===== src/design/ptdt_pkg.sv =====
// Package for the periodic task dispatch table: sizes, codes, payload and
// controller/datapath interface types. No dependencies.
`default_nettype none

package ptdt_pkg;

  localparam int MaxTasks = 8;
  localparam int SlotW    = 3;
  localparam int CntW     = 4;
  localparam int KeyW     = 8;
  localparam int PerW     = 32;
  localparam int RemCntW  = 5;

  // Input opcodes
  typedef enum logic [2:0] {
    OpTick    = 3'd0,
    OpAdd     = 3'd1,
    OpSuspend = 3'd2,
    OpResume  = 3'd3,
    OpQuery   = 3'd4,
    OpProcess = 3'd5
  } op_e;

  typedef enum logic [1:0] {
    KindDispatch = 2'd0,
    KindState    = 2'd1,
    KindAdd      = 2'd2
  } kind_e;

  typedef enum logic [1:0] {
    TaskRunning   = 2'd0,
    TaskSuspended = 2'd1,
    TaskMissing   = 2'd2
  } task_state_e;

  typedef enum logic [2:0] {
    StIdle,
    StExec,
    StTickEntry,
    StTickWait,
    StProcScan
  } fsm_e;

  typedef struct packed {
    logic [2:0]      opcode;
    logic [KeyW-1:0] task_key;
    logic [PerW-1:0] interval;
  } in_t;

  typedef struct packed {
    logic [1:0]       result_kind;
    logic [KeyW-1:0]  task_key_out;
    logic [SlotW-1:0] slot_out;
    logic [1:0]       task_state;
    logic             dispatched;
    logic             add_ok;
    logic             last;
  } out_t;

  // Commands from controller to datapath
  typedef struct packed {
    logic latch;
    logic idx_clr;
    logic idx_inc;
    logic cnt_inc;
    logic rem_start;
    logic tick_finish;
    logic exec;
    logic proc_step;
    logic proc_end;
  } ctrl_t;

  // Status from datapath to controller
  typedef struct packed {
    logic idx_end;
    logic tick_eligible;
    logic rem_done;
  } stat_t;

endpackage

`default_nettype wire


===== src/design/ptdt_rem.sv =====
// Serial 32-bit remainder unit, one quotient bit per cycle; reports whether
// the remainder is zero. Depends on ptdt_pkg.
`default_nettype none

module ptdt_rem (
  input  wire logic                     clk_i,
  input  wire logic                     rst_ni,
  input  wire logic                     start_i,
  input  wire logic [ptdt_pkg::PerW-1:0] dividend_i,
  input  wire logic [ptdt_pkg::PerW-1:0] divisor_i,
  output logic                          done_o,
  output logic                          zero_o
);

  logic [ptdt_pkg::PerW-1:0]    rem_q, rem_d, dvd_q, dvd_d, div_q, div_d;
  logic [ptdt_pkg::RemCntW-1:0] cnt_q, cnt_d;
  logic                         busy_q, busy_d, done_q, done_d;
  logic [ptdt_pkg::PerW:0]      trial;

  // One restoring step per cycle
  always_comb begin
    trial  = {rem_q, dvd_q[ptdt_pkg::PerW-1]};
    rem_d  = rem_q;
    dvd_d  = dvd_q;
    div_d  = div_q;
    cnt_d  = cnt_q;
    busy_d = busy_q;
    done_d = 1'b0;
    if (start_i) begin
      rem_d  = '0;
      dvd_d  = dividend_i;
      div_d  = divisor_i;
      cnt_d  = '0;
      busy_d = 1'b1;
    end else if (busy_q) begin
      if (trial >= {1'b0, div_q}) begin
        rem_d = ptdt_pkg::PerW'(trial - {1'b0, div_q});
      end else begin
        rem_d = trial[ptdt_pkg::PerW-1:0];
      end
      dvd_d = {dvd_q[ptdt_pkg::PerW-2:0], 1'b0};
      cnt_d = cnt_q + 1'b1;
      if (cnt_q == '1) begin
        busy_d = 1'b0;
        done_d = 1'b1;
      end
    end
  end

  always_ff @(posedge clk_i or negedge rst_ni) begin
    if (!rst_ni) begin
      busy_q <= 1'b0;
      done_q <= 1'b0;
      cnt_q  <= '0;
    end else begin
      busy_q <= busy_d;
      done_q <= done_d;
      cnt_q  <= cnt_d;
    end
  end

  always_ff @(posedge clk_i) begin
    rem_q <= rem_d;
    dvd_q <= dvd_d;
    div_q <= div_d;
  end

  assign done_o = done_q;
  assign zero_o = (rem_q == '0);

endmodule

`default_nettype wire


===== src/design/ptdt_datapath.sv =====
// Datapath of the dispatch table: task entries, scan index, key match and
// the result register. Depends on ptdt_pkg and ptdt_rem.
`default_nettype none

module ptdt_datapath (
  input  wire logic            clk_i,
  input  wire logic            rst_ni,
  input  wire ptdt_pkg::in_t   cmd_i,
  input  wire ptdt_pkg::ctrl_t ctrl_i,
  output ptdt_pkg::stat_t      stat_o,
  output ptdt_pkg::out_t       result_o,
  output logic                 result_valid_o
);

  localparam int N = ptdt_pkg::MaxTasks;

  ptdt_pkg::in_t                 cmd_q;
  logic [ptdt_pkg::KeyW-1:0]     key_q  [N];
  logic [ptdt_pkg::PerW-1:0]     per_q  [N];
  logic [ptdt_pkg::PerW-1:0]     ctr_q  [N];
  logic [N-1:0]                  pend_q, susp_q;
  logic [ptdt_pkg::CntW-1:0]     count_q, idx_q;
  logic                          sent_q;
  ptdt_pkg::out_t                res_q, res_d;
  logic                          res_valid_q, res_valid_d;

  logic [ptdt_pkg::SlotW-1:0]    idx, hit_slot, new_slot;
  logic                          hit, later, rem_done, rem_zero;
  logic [N-1:0]                  disp_vec;
  logic [ptdt_pkg::PerW-1:0]     ctr_next;

  assign idx      = idx_q[ptdt_pkg::SlotW-1:0];
  assign new_slot = count_q[ptdt_pkg::SlotW-1:0];
  assign ctr_next = ctr_q[idx] + 1'b1;

  // Key match, lowest slot wins
  always_comb begin
    hit      = 1'b0;
    hit_slot = '0;
    for (int e = N - 1; e >= 0; e--) begin
      if (ptdt_pkg::CntW'(e) < count_q && key_q[e] == cmd_q.task_key) begin
        hit      = 1'b1;
        hit_slot = ptdt_pkg::SlotW'(e);
      end
    end
  end

  // Tasks that will dispatch, and whether one follows the current index
  always_comb begin
    later = 1'b0;
    for (int e = 0; e < N; e++) begin
      disp_vec[e] = (ptdt_pkg::CntW'(e) < count_q) && pend_q[e] && !susp_q[e];
      if (disp_vec[e] && ptdt_pkg::CntW'(e) > idx_q) begin
        later = 1'b1;
      end
    end
  end

  ptdt_rem u_rem (
    .clk_i      (clk_i),
    .rst_ni     (rst_ni),
    .start_i    (ctrl_i.rem_start),
    .dividend_i (ctr_next),
    .divisor_i  (per_q[idx]),
    .done_o     (rem_done),
    .zero_o     (rem_zero)
  );

  assign stat_o.idx_end       = (idx_q == count_q);
  assign stat_o.tick_eligible = (per_q[idx] != '0) && !susp_q[idx];
  assign stat_o.rem_done      = rem_done;

  // Result payload and strobe
  always_comb begin
    res_d       = res_q;
    res_valid_d = 1'b0;
    if (ctrl_i.exec) begin
      case (cmd_q.opcode)
        ptdt_pkg::OpAdd: begin
          res_d              = '0;
          res_d.result_kind  = ptdt_pkg::KindAdd;
          res_d.task_key_out = cmd_q.task_key;
          res_d.last         = 1'b1;
          res_valid_d        = 1'b1;
          if (hit) begin
            res_d.slot_out = hit_slot;
            res_d.add_ok   = 1'b1;
          end else if (count_q < ptdt_pkg::CntW'(N)) begin
            res_d.slot_out = new_slot;
            res_d.add_ok   = 1'b1;
          end
        end
        ptdt_pkg::OpQuery: begin
          res_d              = '0;
          res_d.result_kind  = ptdt_pkg::KindState;
          res_d.task_key_out = cmd_q.task_key;
          res_d.last         = 1'b1;
          res_valid_d        = 1'b1;
          if (hit) begin
            res_d.slot_out   = hit_slot;
            res_d.task_state = susp_q[hit_slot] ? ptdt_pkg::TaskSuspended
                                                : ptdt_pkg::TaskRunning;
          end else begin
            res_d.task_state = ptdt_pkg::TaskMissing;
          end
        end
        default: begin
        end
      endcase
    end
    if (ctrl_i.proc_step && pend_q[idx] && !susp_q[idx]) begin
      res_d              = '0;
      res_d.result_kind  = ptdt_pkg::KindDispatch;
      res_d.task_key_out = key_q[idx];
      res_d.slot_out     = idx;
      res_d.dispatched   = 1'b1;
      res_d.last         = !later;
      res_valid_d        = 1'b1;
    end
    if (ctrl_i.proc_end && !sent_q) begin
      res_d       = '0;
      res_d.last  = 1'b1;
      res_valid_d = 1'b1;
    end
  end

  // Control registers
  always_ff @(posedge clk_i or negedge rst_ni) begin
    if (!rst_ni) begin
      count_q     <= '0;
      idx_q       <= '0;
      sent_q      <= 1'b0;
      res_valid_q <= 1'b0;
    end else begin
      res_valid_q <= res_valid_d;
      if (ctrl_i.idx_clr) begin
        idx_q  <= '0;
        sent_q <= 1'b0;
      end else if (ctrl_i.idx_inc) begin
        idx_q <= idx_q + 1'b1;
      end
      if (ctrl_i.exec && cmd_q.opcode == ptdt_pkg::OpAdd &&
          !hit && count_q < ptdt_pkg::CntW'(N)) begin
        count_q <= count_q + 1'b1;
      end
      if (ctrl_i.proc_step && pend_q[idx] && !susp_q[idx]) begin
        sent_q <= 1'b1;
      end
    end
  end

  // Entry store, command latch and result payload
  always_ff @(posedge clk_i) begin
    res_q <= res_d;
    if (ctrl_i.latch) begin
      cmd_q <= cmd_i;
    end
    if (ctrl_i.exec) begin
      case (cmd_q.opcode)
        ptdt_pkg::OpAdd: begin
          if (hit) begin
            per_q[hit_slot]  <= cmd_q.interval;
          end else if (count_q < ptdt_pkg::CntW'(N)) begin
            key_q[new_slot]  <= cmd_q.task_key;
            per_q[new_slot]  <= cmd_q.interval;
            ctr_q[new_slot]  <= '0;
            pend_q[new_slot] <= 1'b0;
            susp_q[new_slot] <= 1'b0;
          end
        end
        ptdt_pkg::OpSuspend, ptdt_pkg::OpResume: begin
          if (hit) begin
            susp_q[hit_slot] <= (cmd_q.opcode == ptdt_pkg::OpSuspend);
          end
        end
        default: begin
        end
      endcase
    end
    if (ctrl_i.cnt_inc) begin
      ctr_q[idx] <= ctr_next;
    end
    if (ctrl_i.tick_finish && rem_zero) begin
      pend_q[idx] <= 1'b1;
    end
    if (ctrl_i.proc_step && pend_q[idx]) begin
      pend_q[idx] <= 1'b0;
      ctr_q[idx]  <= '0;
    end
  end

  assign result_o       = res_q;
  assign result_valid_o = res_valid_q;

endmodule

`default_nettype wire


===== src/design/ptdt_ctrl.sv =====
// Controller state machine of the dispatch table; sequences the datapath by
// command and status structs. Depends on ptdt_pkg.
`default_nettype none

module ptdt_ctrl (
  input  wire logic            clk_i,
  input  wire logic            rst_ni,
  input  wire logic            start_i,
  input  wire logic [2:0]      op_i,
  input  wire ptdt_pkg::stat_t stat_i,
  output ptdt_pkg::ctrl_t      ctrl_o,
  output logic                 busy_o
);

  ptdt_pkg::fsm_e state_q, state_d;

  always_ff @(posedge clk_i or negedge rst_ni) begin
    if (!rst_ni) begin
      state_q <= ptdt_pkg::StIdle;
    end else begin
      state_q <= state_d;
    end
  end

  // Next state and commands
  always_comb begin
    state_d = state_q;
    ctrl_o  = '0;
    busy_o  = 1'b1;
    case (state_q)
      ptdt_pkg::StIdle: begin
        busy_o = 1'b0;
        if (start_i) begin
          ctrl_o.latch   = 1'b1;
          ctrl_o.idx_clr = 1'b1;
          case (op_i)
            ptdt_pkg::OpTick:    state_d = ptdt_pkg::StTickEntry;
            ptdt_pkg::OpProcess: state_d = ptdt_pkg::StProcScan;
            ptdt_pkg::OpAdd, ptdt_pkg::OpSuspend,
            ptdt_pkg::OpResume, ptdt_pkg::OpQuery: state_d = ptdt_pkg::StExec;
            default:             state_d = ptdt_pkg::StIdle;
          endcase
        end
      end
      ptdt_pkg::StExec: begin
        ctrl_o.exec = 1'b1;
        state_d     = ptdt_pkg::StIdle;
      end
      ptdt_pkg::StTickEntry: begin
        if (stat_i.idx_end) begin
          state_d = ptdt_pkg::StIdle;
        end else begin
          ctrl_o.cnt_inc = 1'b1;
          if (stat_i.tick_eligible) begin
            ctrl_o.rem_start = 1'b1;
            state_d          = ptdt_pkg::StTickWait;
          end else begin
            ctrl_o.idx_inc = 1'b1;
          end
        end
      end
      ptdt_pkg::StTickWait: begin
        if (stat_i.rem_done) begin
          ctrl_o.tick_finish = 1'b1;
          ctrl_o.idx_inc     = 1'b1;
          state_d            = ptdt_pkg::StTickEntry;
        end
      end
      ptdt_pkg::StProcScan: begin
        if (stat_i.idx_end) begin
          ctrl_o.proc_end = 1'b1;
          state_d         = ptdt_pkg::StIdle;
        end else begin
          ctrl_o.proc_step = 1'b1;
          ctrl_o.idx_inc   = 1'b1;
        end
      end
      default: begin
        state_d = ptdt_pkg::StIdle;
      end
    endcase
  end

endmodule

`default_nettype wire


===== src/design/periodic_task_dispatch_table.sv =====
// Top level of the periodic task dispatch table: controller plus datapath.
// Depends on ptdt_pkg, ptdt_ctrl and ptdt_datapath.
//
// Usage: drive cmd_i and raise start; the command transfer happens at the
// clock edge where start is high and busy is low. Opcodes: tick, add,
// suspend, resume, query, process. Results appear on result_o with
// result_valid_o high for exactly one cycle each; the receiver must take
// them then, it cannot stall the block. The last result of a command has
// result_o.last set.
// Add, suspend, resume and query pass through the exec state; add and
// query give one result, registered from that state, and suspend and
// resume give none. Process walks the table at one entry per cycle and
// dispatches at most one pending, running task per cycle.
// Tick visits each entry and gives no result; an entry with a non-zero
// period that is running runs the serial remainder unit, the others do
// not.
// Reset empties the table at once; no clearing pass is needed.
`default_nettype none

module periodic_task_dispatch_table (
  input  wire logic          clk_i,
  input  wire logic          rst_ni,
  input  wire logic          start,
  output logic               busy,
  input  wire ptdt_pkg::in_t cmd_i,
  output ptdt_pkg::out_t     result_o,
  output logic               result_valid_o
);

  ptdt_pkg::ctrl_t ctrl;
  ptdt_pkg::stat_t stat;

  ptdt_ctrl u_ctrl (
    .clk_i   (clk_i),
    .rst_ni  (rst_ni),
    .start_i (start),
    .op_i    (cmd_i.opcode),
    .stat_i  (stat),
    .ctrl_o  (ctrl),
    .busy_o  (busy)
  );

  ptdt_datapath u_dp (
    .clk_i          (clk_i),
    .rst_ni         (rst_ni),
    .cmd_i          (cmd_i),
    .ctrl_i         (ctrl),
    .stat_o         (stat),
    .result_o       (result_o),
    .result_valid_o (result_valid_o)
  );

endmodule

`default_nettype wire

===== config.mk =====
export PLATFORM = sky130hd
export DESIGN_NAME = periodic_task_dispatch_table
export DESIGN_NICKNAME = d
export VERILOG_FILES = /design/src/design/ptdt_pkg.sv /design/src/design/ptdt_rem.sv /design/src/design/ptdt_datapath.sv /design/src/design/ptdt_ctrl.sv /design/src/design/periodic_task_dispatch_table.sv
export SDC_FILE = /design/constraint.sdc
export NUM_CORES = 1
export LEC_CHECK = 0
export CELL_PAD_IN_SITES_DETAIL_PLACEMENT = 0
export CELL_PAD_IN_SITES_GLOBAL_PLACEMENT = 1
export CORE_ASPECT_RATIO = 1.25
export CORE_MARGIN = 10
export CORE_UTILIZATION = 49
export DETAILED_ROUTE_END_ITERATION = 10
export DONT_BUFFER_PORTS = 1
export PLACE_DENSITY = 0.79
export SLEW_MARGIN = 20
export SYNTH_ARGS = -nofsm -noshare
export SYNTH_HDL_FRONTEND = slang
export SYNTH_SLANG_ARGS = --single-unit

===== constraint.sdc =====
create_clock -name clk_i -period 5.62 [get_ports clk_i]
set_input_delay 0.843 -clock clk_i [delete_from_list [all_inputs] [get_ports clk_i]]
set_output_delay 0.843 -clock clk_i [all_outputs]
set_load 0.005 [all_outputs]

==> flow_summary.yaml <==
drt:
  drc: 0
  vias: 20900
  drtAntennaViolNets: 0
  drtIter0Drc: 2050
  wl_um: 88700
  wl_per_cell_um: 26.1
  firstDrtPassIters: 6
  vias_per_cell: 6.17
sta:
  final.setup.tns_ps: 0
  slew_violations: 0
  max_slew_margin: 0.241
  fin_ws_ps: 626
  post-route-min-period_ps: 4990
  rsz0062_at_grt: "false"
  final.setup_skew_ps: 40.0
  hold_viol: 0
  finalCritPeriodShare: 0.889
  tightest_slew_ps: 1130
  max_freq_mhz: 200
  setup_viol: 0
finish:
  drive_above_1_share: 0.152
  nets: 2489
  fin_area_um2: 37800
  nFillCells: 5462
  area_growth_pct: 11.3
synth:
  synth_compound_area_frac: 0.0910
  synth_top_area_frac: 0.611
  synth_xor_area_frac: 0.0312
  synth_top_family_by_area: "simple AND/OR/NAND/NOR gates"
  synth_area_um2: 33900
  synth.area.mux_share: 0.0813
  synth_flop_cell: "edfxtp_1"
  synth_area_leaders: "edfxtp_1 (61%), dfxtp_1 (3.4%), mux4_2 (3.3%), mux2_2 (2.5%), nand2_1 (2.2%)"
  synth_top_cell_by_area: "edfxtp_1"
  yosys.area_share.simple: 0.0928
  postSynthCellCount: 2374
  synth_fa_ha_area_frac: 0.0150
  ys_seq_area_frac: 0.660
  synth_edf_count: 691
  ys_ff_latch: 769
  synth_cell_types: 96
  yosysWarningCount: 0
  avgSynthCellArea_um2: 14.3
  syn_nets: 2460
  ys_async_sr_fraction: 0.0260
clocking:
  clock_latency_ps: 650
  cts_buffers: 78
  cts_resized: 0
  cts_setup_buffers: 0
  cts_num_sinks: 769
  cts_tree: "built"
  htreeDepth: 3
  clock_path_buffers: 3
  ctsRootBufferMaster: "clkbuf_16"
  clk_pin_slew_ps: 60
power:
  powerDensity_nw_per_um2: 565
  leakage_nw: 13.1
  pwr-share-clk: 0.243
  netSwitchingFraction: 0.367
  pwr-share-comb: 0.364
  ir_worst_vdd_v: 0.000470
  pwr-share-seq: 0.393
  p_int_w: 0.0135
  switchingPower_w: 0.00785
place:
  place_congestion: 0.891
  dp_slack_ps: 776
  placed_area_um2: 35200
  io_buffers: 0
  hpwl_um: 58500
floorplan:
  core-area_um2: 68400
  die_h_um: 314
  fp.dieW_um: 255
  row_count: 107
  ios: 66
  initial_core_util: 0.496
  dieArea_um2: 80300
global_route:
  track_usage: 0.217
  grt-ovfl-total: 0
  antenna_found_initial: 0
  grt_pass1_vias: 21200
  grt_start_max_net_pins: 65
  grt_first_pass_wirelength_um: 133000
worst_setup_path:
  start_kind: "flip-flop"
  cp_max_fo: 48
  critical_path_class: "flip-flop to flip-flop"
  arrival_ps: 5500
  critPathRequiredTime_ps: 6130
  worst_setup_path_end_kind: "flip-flop"
min_path:
  hold_class: "primary input to flip-flop"
status:
  status: "complete, no violations"
flow_run:
  max-cap-violations: 0
-- per-stage QoR --
stage | util | hold WS (ps) | cells | power (W)
after global routing | 0.552 | 272 | 3392 | 0.0224
after detailed placement | 0.514 | 470 | 3247 | 0.0162
after global placement | 0.514 | 474 | 3247 | 0.0160
final | 0.552 | 289 | 3393 | 0.0214
after CTS | 0.552 | 261 | 3392 | 0.0214
after floorplan | - | 448 | 2374 | 0.0137
-- area by class of cell --
class	count	area (um2)	share of cell area
Clock buffer	89	2040	0.0539
Clock inverter	54	514	0.0136
Sequential cell	769	22400	0.594
Inverter	69	260	0.00689
Antenna cell	1	2.50	0.0000663
Timing Repair Buffer	77	631	0.0167
Tap cell	926	1160	0.0307
Multi-Input combinational cell	1408	10700	0.284
-- state kept, by name (all words and copies together) (netlist names), 4 cells and up --
signal            flops
u_dp.cmd_q           43
u_dp.count_q          4
u_dp.ctr_q          256
u_dp.idx_q            4
u_dp.key_q           64
u_dp.pend_q           8
u_dp.per_q          256
u_dp.result_o        18
u_dp.susp_q           8
u_dp.u_rem.cnt_q      5
u_dp.u_rem.div_q     32
u_dp.u_rem.dvd_q     32
u_dp.u_rem.rem_q     32
-- critical path, cell delays in order, from the launching register on --
cell and delay (ps):
dfrtp_4 920, mux4_1 640, mux2_2 290, nor4_1 350
nor4bb_1 540, nand4_1 200, o21ai_1 340, or2_2 200
clkinv_2 550, buf_4 460, a311oi_1 260
-- Yosys cell counts (all sizes together) (55+ instances only) --
library cell and n:
edfxtp 691, inv 67, dfxtp 58, o21ai 56, mux2i 58, xnor2 68
nor2 125, nand2 199, mux4 57, buf 73, clkbuf 55, mux2 77
a21oi 83
-- metal layers --
metal,global-route usage,share of wire,vias up
li1,-,-,9271
met1,0.270,0.39,10600
met2,0.374,0.50,897
met3,0.0289,0.067,182
met4,0.101,0.042,0
met5,0,0,-
-- timing repair --
item / CTS / global route
setup endpoints to repair: 0 / 0
hold buffers: 2 / 0
endpoints found under the hold margin: 20 / 0
-- cells in the final DEF, fill, tap and decap left out, types with 47 or more instances in the layout --
cell type / netlist / final
a21oi_1: 83 / 83
a221oi_1: 47 / 47
buf_4: 15 / 72
clkbuf_16: 0 / 80
dfxtp_1: 58 / 58
edfxtp_1: 691 / 691
inv_1: 65 / 63
mux2_2: 76 / 76
mux2i_1: 58 / 58
mux4_2: 50 / 50
nand2_1: 198 / 198
nor2_1: 124 / 116
o21ai_0: 54 / 54
xnor2_1: 68 / 68
xor2_1: 53 / 53
-- cell families (layout without fill, tap and decap cells) --
kind of cell	Yosys count	after routing
adder cells (fa/ha/maj)	40	40
multiplexers	192	192
XOR/XNOR	121	121
flip-flops	769	769
AND/OR/NAND/NOR	626	626
AO/OA/AOI/OAI	429	429
buffers and inverters	197	289
other	0	1
-- final timing paths --
kind | start | to | slack, ps | depth (start not counted)
min in group asynchronous | rst_ni | u_dp.result_valid_o$_DFF_PN0_ | 610 | 2
max | u_dp.idx_q[1]$_DFFE_PN0P_ | u_dp.u_rem.rem_q[12]$_SDFFE_PP0P_ | 630 | 10
min | cmd_i[37] | u_dp.cmd_q[37]$_DFFE_PP_ | 290 | 0
max in group asynchronous | rst_ni | u_dp.u_rem.busy_q$_DFF_PN0_ | 4780 | 2
min reg2reg | u_dp.sent_q$_DFFE_PN0P_ | u_dp.sent_q$_DFFE_PN0P_ | 490 | 2
max reg2reg | u_dp.idx_q[1]$_DFFE_PN0P_ | u_dp.u_rem.rem_q[12]$_SDFFE_PP0P_ | 630 | 10
-- power groups by stage --
| stage | Sequential [W] | Combinational, W | Clock [W] |
|---|---|---|---|
| final | 0.00839 | 0.00777 | 0.00519 |
| after global routing | 0.00847 | 0.00841 | 0.00548 |
| after CTS | 0.00839 | 0.00773 | 0.00526 |
| after detailed placement | 0.00850 | 0.00770 | 0 |
| after global placement | 0.00847 | 0.00756 | 0 |
| after floorplan | 0.00798 | 0.00570 | 0 |
Note: power is estimated with default switching activity, not from simulation.
